--- config.mk ---
export PLATFORM = sky130hd
export DESIGN_NAME = stbs_search
export DESIGN_NICKNAME = d
export VERILOG_FILES = /design/src/rtl/stbs_pkg.sv /design/src/rtl/stbs_search.sv
export SDC_FILE = /design/constraint.sdc
export NUM_CORES = 1
export LEC_CHECK = 0
export ABC_CLOCK_PERIOD_IN_PS = 5800
export BUFFER_PORTS_ARGS = -buffer_cell sky130_fd_sc_hd__buf_2
export CELL_PAD_IN_SITES_DETAIL_PLACEMENT = 1
export CELL_PAD_IN_SITES_GLOBAL_PLACEMENT = 1
export CORE_MARGIN = 5
export CORE_UTILIZATION = 35
export DETAILED_ROUTE_END_ITERATION = 6
export PLACE_DENSITY = 0.76
export REMOVE_ABC_BUFFERS = 1
export SLEW_MARGIN = 20
export SYNTH_ARGS = -nofsm -noshare
export SYNTH_HDL_FRONTEND = slang
export SYNTH_SLANG_ARGS = --single-unit
export TNS_END_PERCENT = 5
--- constraint.sdc ---
create_clock -name clk -period 5.8 [get_ports clk]
set_clock_uncertainty 0.15 [all_clocks]
set_input_delay 0.87 -clock clk [delete_from_list [all_inputs] [get_ports clk]]
set_output_delay 0.87 -clock clk [all_outputs]
set_load 0.05 [all_outputs]
--- src/rtl/stbs_pkg.sv ---
// Shared constants and types of the sorted table search block.
`default_nettype none
package stbs_pkg;

  localparam int TABLE_DEPTH = 1024;
  localparam int VALUE_W     = 32;
  localparam int ADDR_W      = $clog2(TABLE_DEPTH);
  localparam int COUNT_W     = ADDR_W + 1;
  localparam int CFG_ADDR_W  = 3;
  localparam int CFG_DATA_W  = 32;

  // Register index is paddr[2]; only register 0 exists
  localparam logic REG_ENTRY_COUNT = 1'b0;

  localparam logic OP_WRITE  = 1'b0;
  localparam logic OP_SEARCH = 1'b1;

  typedef struct packed {
    logic              found;
    logic [ADDR_W-1:0] position;
  } stbs_result_t;

endpackage
`default_nettype wire

--- src/rtl/stbs_search.sv ---
// Binary search sequencer: one table probe per cycle against the RAM read port.
`default_nettype none
module stbs_search import stbs_pkg::*; (
  input  wire logic               clk,
  input  wire logic               rst_n,
  input  wire logic               req,
  input  wire logic [VALUE_W-1:0] key,
  input  wire logic [COUNT_W-1:0] count,
  output logic      [ADDR_W-1:0]  rd_addr,
  input  wire logic [VALUE_W-1:0] rd_data,
  output logic                    busy,
  output logic                    res_valid,
  output stbs_result_t            res
);

  typedef enum logic [1:0] {
    ST_IDLE   = 2'b01,
    ST_SEARCH = 2'b10
  } state_t;

  state_t             state_r, state_nxt;
  logic [COUNT_W-1:0] lo_r, lo_nxt;
  logic [COUNT_W-1:0] hi_r, hi_nxt;   // exclusive upper bound
  logic [ADDR_W-1:0]  mid_r, mid_nxt;
  logic [VALUE_W-1:0] key_r, key_nxt;
  logic               valid_r, valid_nxt;
  stbs_result_t       res_r, res_nxt;
  logic [COUNT_W-1:0] lo_upd, hi_upd;

  // floor((lo + hi_incl) / 2) with hi_incl = hi - 1
  function automatic logic [ADDR_W-1:0] mid_of(input logic [COUNT_W-1:0] lo,
                                               input logic [COUNT_W-1:0] hi);
    logic [COUNT_W:0] sum;
    sum = {1'b0, lo} + {1'b0, hi} - {{COUNT_W{1'b0}}, 1'b1};
    return sum[ADDR_W:1];
  endfunction

  always_comb begin
    state_nxt = state_r;
    lo_nxt    = lo_r;
    hi_nxt    = hi_r;
    mid_nxt   = mid_r;
    key_nxt   = key_r;
    valid_nxt = 1'b0;
    res_nxt   = res_r;
    lo_upd    = lo_r;
    hi_upd    = hi_r;
    rd_addr   = mid_r;
    case (state_r)
      ST_IDLE: begin
        rd_addr = mid_of('0, count);
        if (req) begin
          state_nxt = ST_SEARCH;
          lo_nxt    = '0;
          hi_nxt    = count;
          mid_nxt   = rd_addr;
          key_nxt   = key;
        end
      end
      ST_SEARCH: begin
        if (lo_r >= hi_r) begin
          // range exhausted: report a miss
          state_nxt    = ST_IDLE;
          valid_nxt    = 1'b1;
          res_nxt      = '0;
        end else if (rd_data == key_r) begin
          state_nxt    = ST_IDLE;
          valid_nxt    = 1'b1;
          res_nxt.found    = 1'b1;
          res_nxt.position = mid_r;
        end else begin
          if ($signed(rd_data) > $signed(key_r)) begin
            hi_upd = {1'b0, mid_r};
          end else begin
            lo_upd = {1'b0, mid_r} + {{ADDR_W{1'b0}}, 1'b1};
          end
          lo_nxt  = lo_upd;
          hi_nxt  = hi_upd;
          // issue the next probe straight away
          rd_addr = mid_of(lo_upd, hi_upd);
          mid_nxt = rd_addr;
        end
      end
      default: begin
        state_nxt = ST_IDLE;
      end
    endcase
  end

  always_ff @(posedge clk) begin
    if (!rst_n) begin
      state_r <= ST_IDLE;
      valid_r <= 1'b0;
    end else begin
      state_r <= state_nxt;
      valid_r <= valid_nxt;
    end
    lo_r  <= lo_nxt;
    hi_r  <= hi_nxt;
    mid_r <= mid_nxt;
    key_r <= key_nxt;
    res_r <= res_nxt;
  end

  assign busy      = (state_r == ST_SEARCH);
  assign res_valid = valid_r;
  assign res       = res_r;

endmodule
`default_nettype wire

# After elaboration in Yosys (flattened, before gate mapping)

Cells that the tools add are included.

Bits in registers: 78
Input port bits: 78
Output and inout bits: 23
Word-level logic and storage cells: 57

Add/sub/neg operators: 4
Magnitude comparators: 2
Equal/unequal tests: 7
Muxes and demuxes: 28
Reductions and logical operators: 8

Operators by type and width:

| cell                                                | count |
|---|---|
| 2-to-1 mux 11 bit                                   | 15 |
| case mux 11 bit (2 select lines)                    | 2 |
| case mux 10 bit (2 select lines)                    | 2 |
| equality test 32 bit                                | 1 |
| greater-than comparator 32 bit                      | 1 |
| 2-to-1 mux 10 bit                                   | 3 |
| subtractor 11 x 1 -> 11 bit, second input constant  | 2 |
| adder 10 x 1 -> 11 bit, second input constant       | 1 |
| adder 11 bit                                        | 1 |
| greater-or-equal comparator 11 bit                  | 1 |
| AND reduction 2 bit                                 | 5 |
| 2-to-1 mux 2 bit                                    | 3 |
| != test 2 bit, second input constant                | 3 |
| case mux 2 bit (2 select lines)                     | 1 |
| AND reduction 4 bit                                 | 1 |
| nonzero test 2 bit                                  | 2 |
| != test 3 x 1 -> 1 bit, second input constant       | 1 |
| equality test 2 x 1 -> 1 bit, second input constant | 1 |
| equality test 2 bit, second input constant          | 1 |
| 2-to-1 mux 1 bit                                    | 2 |

# Logic depth before layout (Yosys ltp)

Gate-level depths: netlist (run 1).

Word-level depth: 10
Depth in mapped cells: 23
Depth with buffers taken out: 21

# Worst setup path after synthesis (run 1)

No wires, ideal clock.

Path kind: input-to-output
Start point: input port rd_data[23]
End point: output port rd_addr[8]
Data arrival time: 5.914 ns
Required time: 4.780 ns
Slack: -1.134 ns
Cell stages on the path: 21
Buffers on the path: 2
Path through: ha_1 -> nand4_1 -> or4_1 -> a31oi_2 -> o21ai_1 -> and3b_1 -> buf_4 -> buf_4 -> mux2i_1 -> ha_1 -> inv_1 -> ha_1 -> fa_1 -> a21o_1 -> a21oi_1 -> o21bai_1 -> a2111oi_0 -> nor2_1 -> xor2_1 -> mux2i_1 -> o31ai_1

Cells in the longest elaborated chain, start to end: 10
Elaborated cells between the ends (all ways): 15
Classes of those cells: add/sub (2); order compare (1); eq/ne (1); mux (11)

RTL lines:

| item                               | RTL line          | RTL |
|---|---|---|
| from (decl)                        | stbs_search.sv:10 | `input wire logic [VALUE_W-1:0] rd_data,` |
| greater-than comparator 32 bit     | stbs_search.sv:72 | `if ($signed(rd_data) > $signed(key_r)) begin` |
| 2-to-1 mux 11 bit                  | stbs_search.sv:72 |  |
| 2-to-1 mux 11 bit                  | stbs_search.sv:66 | `end else if (rd_data == key_r) begin` |
| 2-to-1 mux 11 bit                  | stbs_search.sv:61 | `if (lo_r >= hi_r) begin` |
| 2-to-1 mux 11 bit                  | stbs_search.sv:49 | `case (state_r)` |
| adder 11 bit                       | stbs_search.sv:34 | `sum = {1'b0, lo} + {1'b0, hi} - {{COUNT_W{1'b0}}, 1'b1};` |
| subtractor 11 x 1 -> 11 bit        | stbs_search.sv:34 |  |
| 2-to-1 mux 10 bit * (2 in series)  | n/a               |  |
| case mux 10 bit (2 select lines) * | stbs_search.sv:49 |  |
| to (decl)                          | stbs_search.sv:9  | `output logic [ADDR_W-1:0] rd_addr,` |

Every way passes the cells marked *; elsewhere a longest branch is shown, timed or not. The select of a mux whose other input is x is not followed.

# Worst setup path in the final report (run 1)

Start point: input port rd_data[9]
End point: output port rd_addr[9]

Same word-level chain as after synthesis.

==> flow_metrics.py, run 1 <==
metrics = {
    "outcome": {
        "status": "finished with violations",
        "violations": "negative setup slack",
    },
    "routing": {
        "routedWlPerCell_um": 19.5,
        "first_pass_iters": 4,
        "vias": 4640,
        "drt-initial-drc-count": 173,
        "drtAntennaViolNets": 0,
        "viasPerCell": 5.09,
        "drc": 0,
        "wl_um": 17700,
    },
    "clocking": {
        "htreeDepth": 3,
        "cts_tree": "built",
        "clock_path_buffers": 2,
        "clk_latency_ns": 0.35,
        "root_buffer": "clkbuf_16",
        "cts-buffers-inserted": 9,
        "path_clk_slew_ns": 0.06,
        "numClockSinks": 78,
    },
    "floorplan": {
        "die_h_um": 135,
        "core_mm2": 0.0153,
        "num_rows": 45,
        "fp.dieArea_mm2": 0.0182,
        "start_util": 0.358,
        "fp.dieW_um": 135,
        "io-pin-count": 101,
    },
    "timing": {
        "final-setup-viol-count": 7,
        "tightest_slew_ns": 0.669,
        "slew_viol_final": 0,
        "rsz0062_at_grt": "yes",
        "period_minus_slack_ns": 6.44,
        "fin_ws_ns": -0.638,
        "slew_headroom": 0.554,
        "fin_crit_sh": 1.11,
        "finalHoldViolations": 0,
        "max_freq_ghz": 0.155,
    },
    "pwr": {
        "powerDensity_mw_per_mm2": 349,
        "total_power_mw": 2.59,
        "leakage_nw": 3.22,
        "peakVddDrop_v": 0.000204,
    },
    "yosys": {
        "yosysUniqueCellTypes": 57,
        "synth_top_family_by_area": "adder cells",
        "async_flop_share": 0,
        "synth_xor_area_frac": 0.0401,
        "netlist_instances": 545,
        "yosys.area.top_type": "edfxtp_1",
        "synth-compound-area-share": 0.121,
        "yosysWarnings": 0,
        "yosys.area_share.simple": 0.131,
        "netlist_area_mm2": 0.00546,
        "ys_ff_latch": 78,
        "synthMuxAreaShare": 0.0617,
        "synth_edf_count": 75,
        "synthAdderAreaFrac": 0.153,
        "postSynthAreaPerCell_um2": 10.0,
        "ys_top_cells_by_area": "edfxtp_1 41%, ha_1 15%, mux2i_1 5.1%",
        "yosys.area.top_type_share": 0.413,
        "synth_ff_type": "edfxtp_1",
        "yosysSeqAreaShare": 0.424,
    },
    "critical_path": {
        "cp_data_required_time_ns": 4.78,
        "crit_fanout": 7,
        "crit_path_end_kind": "output pin",
        "crit_path_start_kind": "primary input",
        "r2r_cells": 22,
        "reg2reg_from": "key_r[20]",
        "worstSetupPathType": "in -> out",
        "rrSetupSlack_ns": 0.51,
        "crit_arrival_ns": 5.42,
        "reg2reg_to": "mid_r[9]",
    },
    "hold_path": {
        "holdPathEnd": "state_r[1]",
        "hp-class": "reg -> reg",
        "hold_path_startpoint": "state_r[1]",
        "min_path_cells": 2,
    },
    "placement": {
        "gp_congestion": 0.847,
        "portBuffers": 100,
        "post-dp-hpwl_um": 12500,
        "dpl_cell_area_mm2": 0.00651,
    },
    "layout": {
        "n_antenna_cell": 0,
        "final_area_mm2": 0.00742,
        "nets": 839,
        "drive_gt1_frac": 0.343,
        "area_growth_pct": 36.0,
        "nFillCells": 1703,
    },
    "global_routing": {
        "antenna_found_initial": 0,
        "grt_util_all_layers": 0.196,
        "grt_max_degree": 42,
        "gr-total-overflow": 0,
        "grt_pass1_wl_um": 27700,
        "grt_pass1_vias": 5254,
    },
    "run": {
        "drv_cap": 0,
    },
}
## state kept, by name, indices dropped and copies added (netlist names), named ones only
| signal | cells |
|---|---|
| mid_r | 10 |
| key_r | 32 |
| res | 11 |
| lo_r | 11 |
| hi_r | 10 |
| state_r | 2 |
| res_valid | 1 |
## placed cells by master (no fill, tap or decap), drive strengths merged, types with 5 or more instances in the layout
cell | Yosys | layout
nand2 | 37 | 37
mux2i | 28 | 28
nor2 | 42 | 42
a22oi | 8 | 8
and2 | 11 | 11
nor3 | 5 | 5
nor2b | 6 | 6
edfxtp | 75 | 75
clkbuf | 14 | 9
nand4 | 12 | 12
buf | 7 | 160
o21ai | 26 | 26
xor2 | 10 | 10
inv | 71 | 72
clkinv | 1 | 5
xnor2 | 15 | 15
nand3 | 11 | 11
a21o | 6 | 6
ha | 65 | 65
mux2 | 5 | 5
a21oi | 40 | 40
## worst max path at each step
| stage | start | end | cells past startpoint |
|---|---|---|---|
| 2_1_floorplan | rd_data[23] | rd_addr[8] | 19 |
| 3_3_place_gp | rd_data[26] | rd_addr[8] | 21 |
| 3_5_place_dp | rd_data[26] | rd_addr[9] | 22 |
| 4_1_cts | rd_data[22] | rd_addr[9] | 23 |
| 5_1_grt | rd_data[9] | rd_addr[9] | 24 |
| 6_report | rd_data[9] | rd_addr[9] | 24 |
## stage by stage
stage | utilization | instances | setup slack [ns] | setup TNS, ns | hold slack, ns
floorplan | - | 524 | -1.86 | -11.71 | 0.303
global placement | 0.427 | 888 | -0.808 | -3.94 | 0.313
detailed placement | 0.427 | 888 | -0.993 | -5.97 | 0.346
CTS | 0.481 | 910 | -0.517 | -2.11 | 0.361
global route | 0.487 | 911 | -0.913 | -5.05 | 0.381
finish | 0.487 | 911 | -0.638 | -2.87 | 0.356
## per-layer routing
| metal | vias to the layer above | global-route usage | wire length (um) |
|---|---|---|---|
| met4 | 0 | 0.0498 | 351 |
| met1 | 2232 | 0.230 | 7340 |
| met3 | 30 | 0.0499 | 960 |
| li1 | 2250 | - | - |
| met5 | - | 0 | 0 |
| met2 | 128 | 0.355 | 9100 |
## final cells by class
| type | instances | area, um2 | area share |
|---|---|---|---|
| sequential | 78 | 2310 | 0.311 |
| clock inverter | 7 | 72.6 | 0.00978 |
| inverter | 72 | 270 | 0.0364 |
| timing repair buffer | 160 | 1050 | 0.141 |
| clock buffer | 9 | 225 | 0.0303 |
| tap | 211 | 264 | 0.0356 |
| multi-input combinational | 374 | 3230 | 0.435 |
## timing repair
action | in CTS | in global routing
pin swaps | 33 | 9
setup endpoints to repair | 9 | 8
endpoints found under the hold margin | 0 | 0
hold buffers | 0 | 0
buffers inserted | 6 | 1
gates resized for setup | 84 | 15
## Yosys cell counts, types with 4 or more instances
| cell type | number |
|---|---|
| o21ai_0 | 24 |
| xnor2_1 | 15 |
| a22oi_1 | 8 |
| inv_1 | 71 |
| nor2b_1 | 6 |
| clkbuf_1 | 14 |
| mux2_2 | 5 |
| nor3_1 | 5 |
| edfxtp_1 | 75 |
| or3_1 | 4 |
| nor2_1 | 42 |
| nand2_1 | 37 |
| ha_1 | 65 |
| xor2_1 | 10 |
| nand3_1 | 11 |
| nand4_1 | 10 |
| a21o_1 | 6 |
| and2_1 | 11 |
| a21oi_1 | 40 |
| mux2i_1 | 28 |
## report_power, final
| part | total [mW] | switching [mW] | internal (mW) |
|---|---|---|---|
| combinational | 1.28 | 0.680 | 0.603 |
| clock | 0.577 | 0.243 | 0.334 |
| sequential | 0.727 | 0.0456 | 0.681 |
| total | 2.59 | 0.968 | 1.62 |
## cell families after synthesis
logic type / count (synthesis)
xor+xnor: 25
mux: 33
buf+inv: 93
compound gates: 105
flops: 78
fa+ha+maj: 66
simple gates: 145
## critical path: stages
cell and delay, ns:
buf_2 0.10, ha_1 0.28, nand4_1 0.13, or3_1 0.40
a21o_1 0.21, a31oi_4 0.20, nor3_2 0.07, and3b_2 0.42
buf_12 0.19, buf_4 0.15, mux2i_4 0.27, ha_1 0.22
inv_1 0.05, ha_1 0.29, or2_4 0.24, o31a_1 0.11
o41ai_2 0.05, buf_4 0.18, o21ai_4 0.07, xor2_1 0.18
nand4b_1 0.11, mux2i_1 0.07, or3_1 0.36, buf_6 0.16
Note: power is estimated with default switching activity, not from simulation.
==> inputs of run 2 (changes only) <==
- CORE_MARGIN: 5 -> not set
- SETUP_SLACK_MARGIN: not set -> 0.02
==> flow_metrics.py, run 2 (synthesis gave the netlist of run 1 again) <==
metrics = {
    "floorplan": {
        "die_h_um": 127,
        "core_mm2": 0.0152,
        "fp.dieW_um": 127,
        "num_rows": 45,
        "fp.dieArea_mm2": 0.0161,
        "start_util": 0.359,
        "io-pin-count": 101,
    },
    "clocking": {
        "htreeDepth": 3,
        "cts_tree": "built",
        "cts-buffers-inserted": 9,
        "numClockSinks": 78,
        "path_clk_slew_ns": 0.06,
        "root_buffer": "clkbuf_16",
        "ctsHoldBuffers": 0,
        "clock_path_buffers": 2,
        "clk_latency_ns": 0.35,
    },
    "global_routing": {
        "grt_pass1_wl_um": 27400,
        "antenna_found_initial": 0,
        "grt_util_all_layers": 0.221,
        "grt_max_degree": 42,
        "gr-total-overflow": 0,
        "grt_pass1_vias": 5277,
    },
    "timing": {
        "finalHoldViolations": 0,
        "hold-worst-slack_ns": 0.358,
        "tightest_slew_ns": 0.898,
        "period_minus_slack_ns": 6.43,
        "slew_headroom": 0.398,
        "slew_viol_final": 0,
        "max_freq_ghz": 0.156,
        "rsz0062_at_grt": "yes",
        "final-setup-viol-count": 8,
        "fin_crit_sh": 1.11,
        "fin_ws_ns": -0.629,
    },
    "pwr": {
        "powerDensity_mw_per_mm2": 348,
        "peakVddDrop_v": 0.000187,
        "leakage_nw": 3.29,
    },
    "routing": {
        "wl_um": 17200,
        "routedWlPerCell_um": 19.2,
        "first_pass_iters": 6,
        "drt-initial-drc-count": 257,
        "drc": 0,
        "vias": 4713,
        "viasPerCell": 5.24,
        "drtAntennaViolNets": 0,
    },
    "placement": {
        "dpl_cell_area_mm2": 0.00647,
        "portBuffers": 100,
        "pre_cts_ws_ns": -0.967,
        "post-dp-hpwl_um": 12000,
        "gp_congestion": 0.837,
    },
    "critical_path": {
        "crit_arrival_ns": 5.41,
        "crit_path_start": "rd_data[23]",
        "rrSetupSlack_ns": 0.54,
        "crit_fanout": 6,
        "reg2reg_from": "key_r[23]",
        "r2r_cells": 21,
        "crit_path_end_kind": "output pin",
        "worstSetupPathType": "in -> out",
        "crit_path_start_kind": "primary input",
        "cp_data_required_time_ns": 4.78,
        "reg2reg_to": "mid_r[9]",
    },
    "layout": {
        "largest_register_ffs": 32,
        "nets": 851,
        "largest_register": "key_r",
        "n_antenna_cell": 0,
        "nFillCells": 1710,
        "drive_gt1_frac": 0.350,
        "final_area_mm2": 0.00748,
        "final_util": 0.492,
        "area_growth_pct": 37.1,
        "layout_common_cells": "86 x buf_2, 75 x edfxtp_1, 70 x buf_4, 69 x inv_1, 46 x ha_1",
        "layout_commonest_cell": "buf_2",
    },
    "hold_path": {
        "hp-class": "reg -> reg",
        "hold_path_startpoint": "state_r[1]",
        "holdPathEnd": "state_r[1]",
        "min_path_cells": 2,
    },
    "outcome": {
        "violations": "negative setup slack",
        "status": "finished with violations",
    },
    "run": {
        "drv_cap": 0,
    },
}
## run 2: cell count changes in the layout (fill, tap and decap cells not counted), moves of 4 or more
cell | before | now
o21ai_0 | 18 | 14
o21ai_1 | 5 | 10
buf_4 | 61 | 70
mux2i_4 | 11 | 7
## run 2: cell type report
class | count | area (um2) | area share
multi-input combinational | 374 | 3200 | 0.427
sequential | 78 | 2310 | 0.309
timing repair buffer | 172 | 1170 | 0.156
inverter | 72 | 270 | 0.0361
tap | 188 | 235 | 0.0314
clock buffer | 9 | 225 | 0.0301
clock inverter | 7 | 72.6 | 0.00970
## run 2: where the power goes
group          internal [mW]  total [mW]  leakage, nW  switching, mW
logic                  0.615        1.30         2.41          0.681
registers              0.681       0.725        0.738         0.0435
clock network          0.335       0.585        0.142          0.250
## run 2: worst max-delay path by stage
stage               depth (start not counted)          to
global placement                           21  rd_addr[8]
global route                               21  rd_addr[8]
detailed placement                         21  rd_addr[8]
floorplan                                  19  rd_addr[8]
finish                                     21  rd_addr[8]
CTS                                        21  rd_addr[8]
## run 2: per-stage QoR
stage	std cells	TNS, ns	power [mW]
global route	900	-4.51	2.75
CTS	897	-1.99	2.53
finish	900	-2.59	2.61
floorplan	524	-11.71	1.37
global placement	864	-4.06	1.71
detailed placement	864	-5.30	1.76
## run 2: worst max-delay path, cell delays in order
cell and delay (ns):
buf_6 0.10, ha_4 0.26, nand4_1 0.14, or4_4 0.60
a31oi_4 0.20, nor3_2 0.07, and3b_2 0.42, mux2i_2 0.29
ha_1 0.18, inv_2 0.05, ha_4 0.16, fa_2 0.38
a21o_1 0.17, a21oi_2 0.18, o21bai_2 0.09, a2111oi_2 0.35
nor2_1 0.10, xor2_1 0.13, mux2i_1 0.10, o31ai_1 0.28
buf_4 0.26
## run 2: routing by layer
layer / track usage / vias to the layer above / part of all wire
met5: 0 / - / 0
li1: - / 2267 / -
met1: 0.257 / 2292 / 0.42
met2: 0.402 / 126 / 0.51
met4: 0.0700 / 0 / 0.019
met3: 0.0489 / 28 / 0.047
## run 2: what timing repair did
| action | CTS | global route |
|---|---|---|
| setup endpoints to repair | 9 | 8 |
| pin swaps | 29 | 19 |
| setup buffers | 16 | 3 |
| gates cloned | 1 | 0 |
| gates resized for setup | 76 | 22 |
==> inputs of run 3 (changes only) <==
- PLACE_DENSITY: 0.76 -> 0.69
==> flow_metrics.py, run 3 (synthesis gave the netlist of run 1 again) <==
metrics = {
    "routing": {
        "routed-wl-met3_um": 622,
        "wl_met2_um": 8590,
        "top_layer": "met4",
        "vias": 4684,
        "viasPerCell": 5.22,
        "drt-initial-drc-count": 211,
        "wirelength_met1_um": 7600,
        "first_pass_iters": 4,
        "routedWlPerCell_um": 19.2,
        "drc": 0,
        "drtAntennaViolNets": 0,
        "wl_um": 17200,
    },
    "timing": {
        "slew_headroom": 0.392,
        "rsz0062_at_grt": "yes",
        "period_minus_slack_ns": 6.43,
        "tightest_slew_ns": 0.907,
        "hold-worst-slack_ns": 0.352,
        "final-setup-viol-count": 7,
        "max_freq_ghz": 0.156,
        "fin_crit_sh": 1.11,
        "fin_tns_setup_ns": -2.75,
        "finalHoldViolations": 0,
        "fin_ws_ns": -0.629,
        "slew_viol_final": 0,
    },
    "critical_path": {
        "crit_arrival_ns": 5.41,
        "r2r_cells": 24,
        "crit_path_start": "rd_data[14]",
        "crit_path_end_kind": "output pin",
        "crit_path_start_kind": "primary input",
        "reg2reg_from": "key_r[14]",
        "cp_data_required_time_ns": 4.78,
        "crit_fanout": 5,
        "worstSetupPathType": "in -> out",
    },
    "floorplan": {
        "fp.dieW_um": 127,
        "num_rows": 45,
        "die_h_um": 127,
        "core_mm2": 0.0152,
        "fp.dieArea_mm2": 0.0161,
        "io-pin-count": 101,
        "start_util": 0.359,
    },
    "placement": {
        "post-dp-hpwl_um": 12000,
        "portBuffers": 100,
        "gp_congestion": 0.838,
        "dp.cells": 866,
        "pre_cts_ws_ns": -1.07,
    },
    "pwr": {
        "powerDensity_mw_per_mm2": 362,
        "peakVddDrop_v": 0.000169,
        "leakage_nw": 3.32,
    },
    "outcome": {
        "status": "finished with violations",
        "violations": "negative setup slack",
    },
    "layout": {
        "nFillCells": 1680,
        "layout_common_cells": "86 x buf_2, 75 x edfxtp_1, 66 x inv_1, 66 x buf_4, 44 x ha_1",
        "drive_gt1_frac": 0.365,
        "largest_register_ffs": 32,
        "layout.cells.non_filler": 898,
        "nets": 850,
        "area_growth_pct": 40.0,
        "final_util": 0.503,
        "layout_commonest_cell": "buf_2",
        "n_antenna_cell": 0,
        "largest_register": "key_r",
    },
    "clocking": {
        "path_clk_slew_ns": 0.06,
        "numClockSinks": 78,
        "cts_tree": "built",
        "cts-buffers-inserted": 9,
        "root_buffer": "clkbuf_16",
        "clk_latency_ns": 0.34,
        "htreeDepth": 3,
        "clock_path_buffers": 2,
        "ctsHoldBuffers": 0,
    },
    "global_routing": {
        "grt_pass1_wl_um": 25800,
        "grt_pass1_vias": 5017,
        "antenna_found_initial": 1,
        "grt_max_degree": 42,
        "gr-total-overflow": 0,
        "grt_util_all_layers": 0.208,
    },
    "hold_path": {
        "min_path_cells": 1,
        "hold_path_startpoint": "state_r[0]",
        "hp-class": "reg -> reg",
    },
    "run": {
        "drv_cap": 0,
    },
}
==> run 3: cell type report <==
| cell class | instances | area (um2) | share of cell area |
|---|---|---|---|
| clock buffer | 10 | 229 | 0.0300 |
| clock inverter | 5 | 98.8 | 0.0129 |
| inverter | 72 | 270 | 0.0354 |
| multi-input combinational | 374 | 3330 | 0.436 |
| sequential | 78 | 2310 | 0.303 |
| tap | 188 | 235 | 0.0308 |
| timing repair buffer | 171 | 1170 | 0.153 |
==> run 3: final timing paths <==
check               endpoint  slack (ns)
hold reg to reg   state_r[0]        0.35
hold / removal    state_r[0]        0.35
setup reg to reg    mid_r[9]        0.43
setup / recovery  rd_addr[9]       -0.63
==> run 3: metrics by stage <==
| step | power (mW) | cell area (um2) |
|---|---|---|
| final | 2.76 | 7640 |
| after global routing | 2.91 | 7640 |
| after CTS | 2.61 | 7330 |
| after detailed placement | 1.77 | 6490 |
| after global placement | 1.72 | 6490 |
| after floorplan | 1.37 | 5350 |
==> run 3: repair_timing <==
item	4_1_cts	5_1_grt
buffers inserted	9	7
gates cloned	0	1
pin swaps	34	27
setup endpoints to repair	10	9
resized for setup	84	43
==> run 3: per-layer routing <==
metal | GRT usage | up-vias
met5 | 0 | -
li1 | - | 2263
met1 | 0.254 | 2280
met2 | 0.376 | 115
met3 | 0.0291 | 26
met4 | 0.0693 | 0
==> run 3: worst max-delay path: stages <==
cell,delay [ns]
buf_2,0.12
ha_4,0.29
nand4_4,0.13
or3_4,0.38
a21o_1,0.19
a31oi_4,0.24
nor3_4,0.07
and3b_2,0.34
buf_6,0.14
buf_12,0.12
buf_6,0.11
mux2i_4,0.28
ha_4,0.24
inv_2,0.06
ha_4,0.20
or2_2,0.28
o31a_1,0.15
o41ai_4,0.07
o21ai_2,0.17
xor2_2,0.18
nand4b_1,0.12
mux2i_1,0.08
or3_1,0.39
buf_6,0.17
==> run 3: power by group <==
| group | switching, mW | leakage, nW | total, mW | internal, mW |
|---|---|---|---|---|
| sequential | 0.0448 | 0.738 | 0.726 | 0.681 |
| clock | 0.235 | 0.160 | 0.652 | 0.416 |
| combinational | 0.726 | 2.42 | 1.39 | 0.660 |
| total | 1.01 | 3.32 | 2.76 | 1.76 |
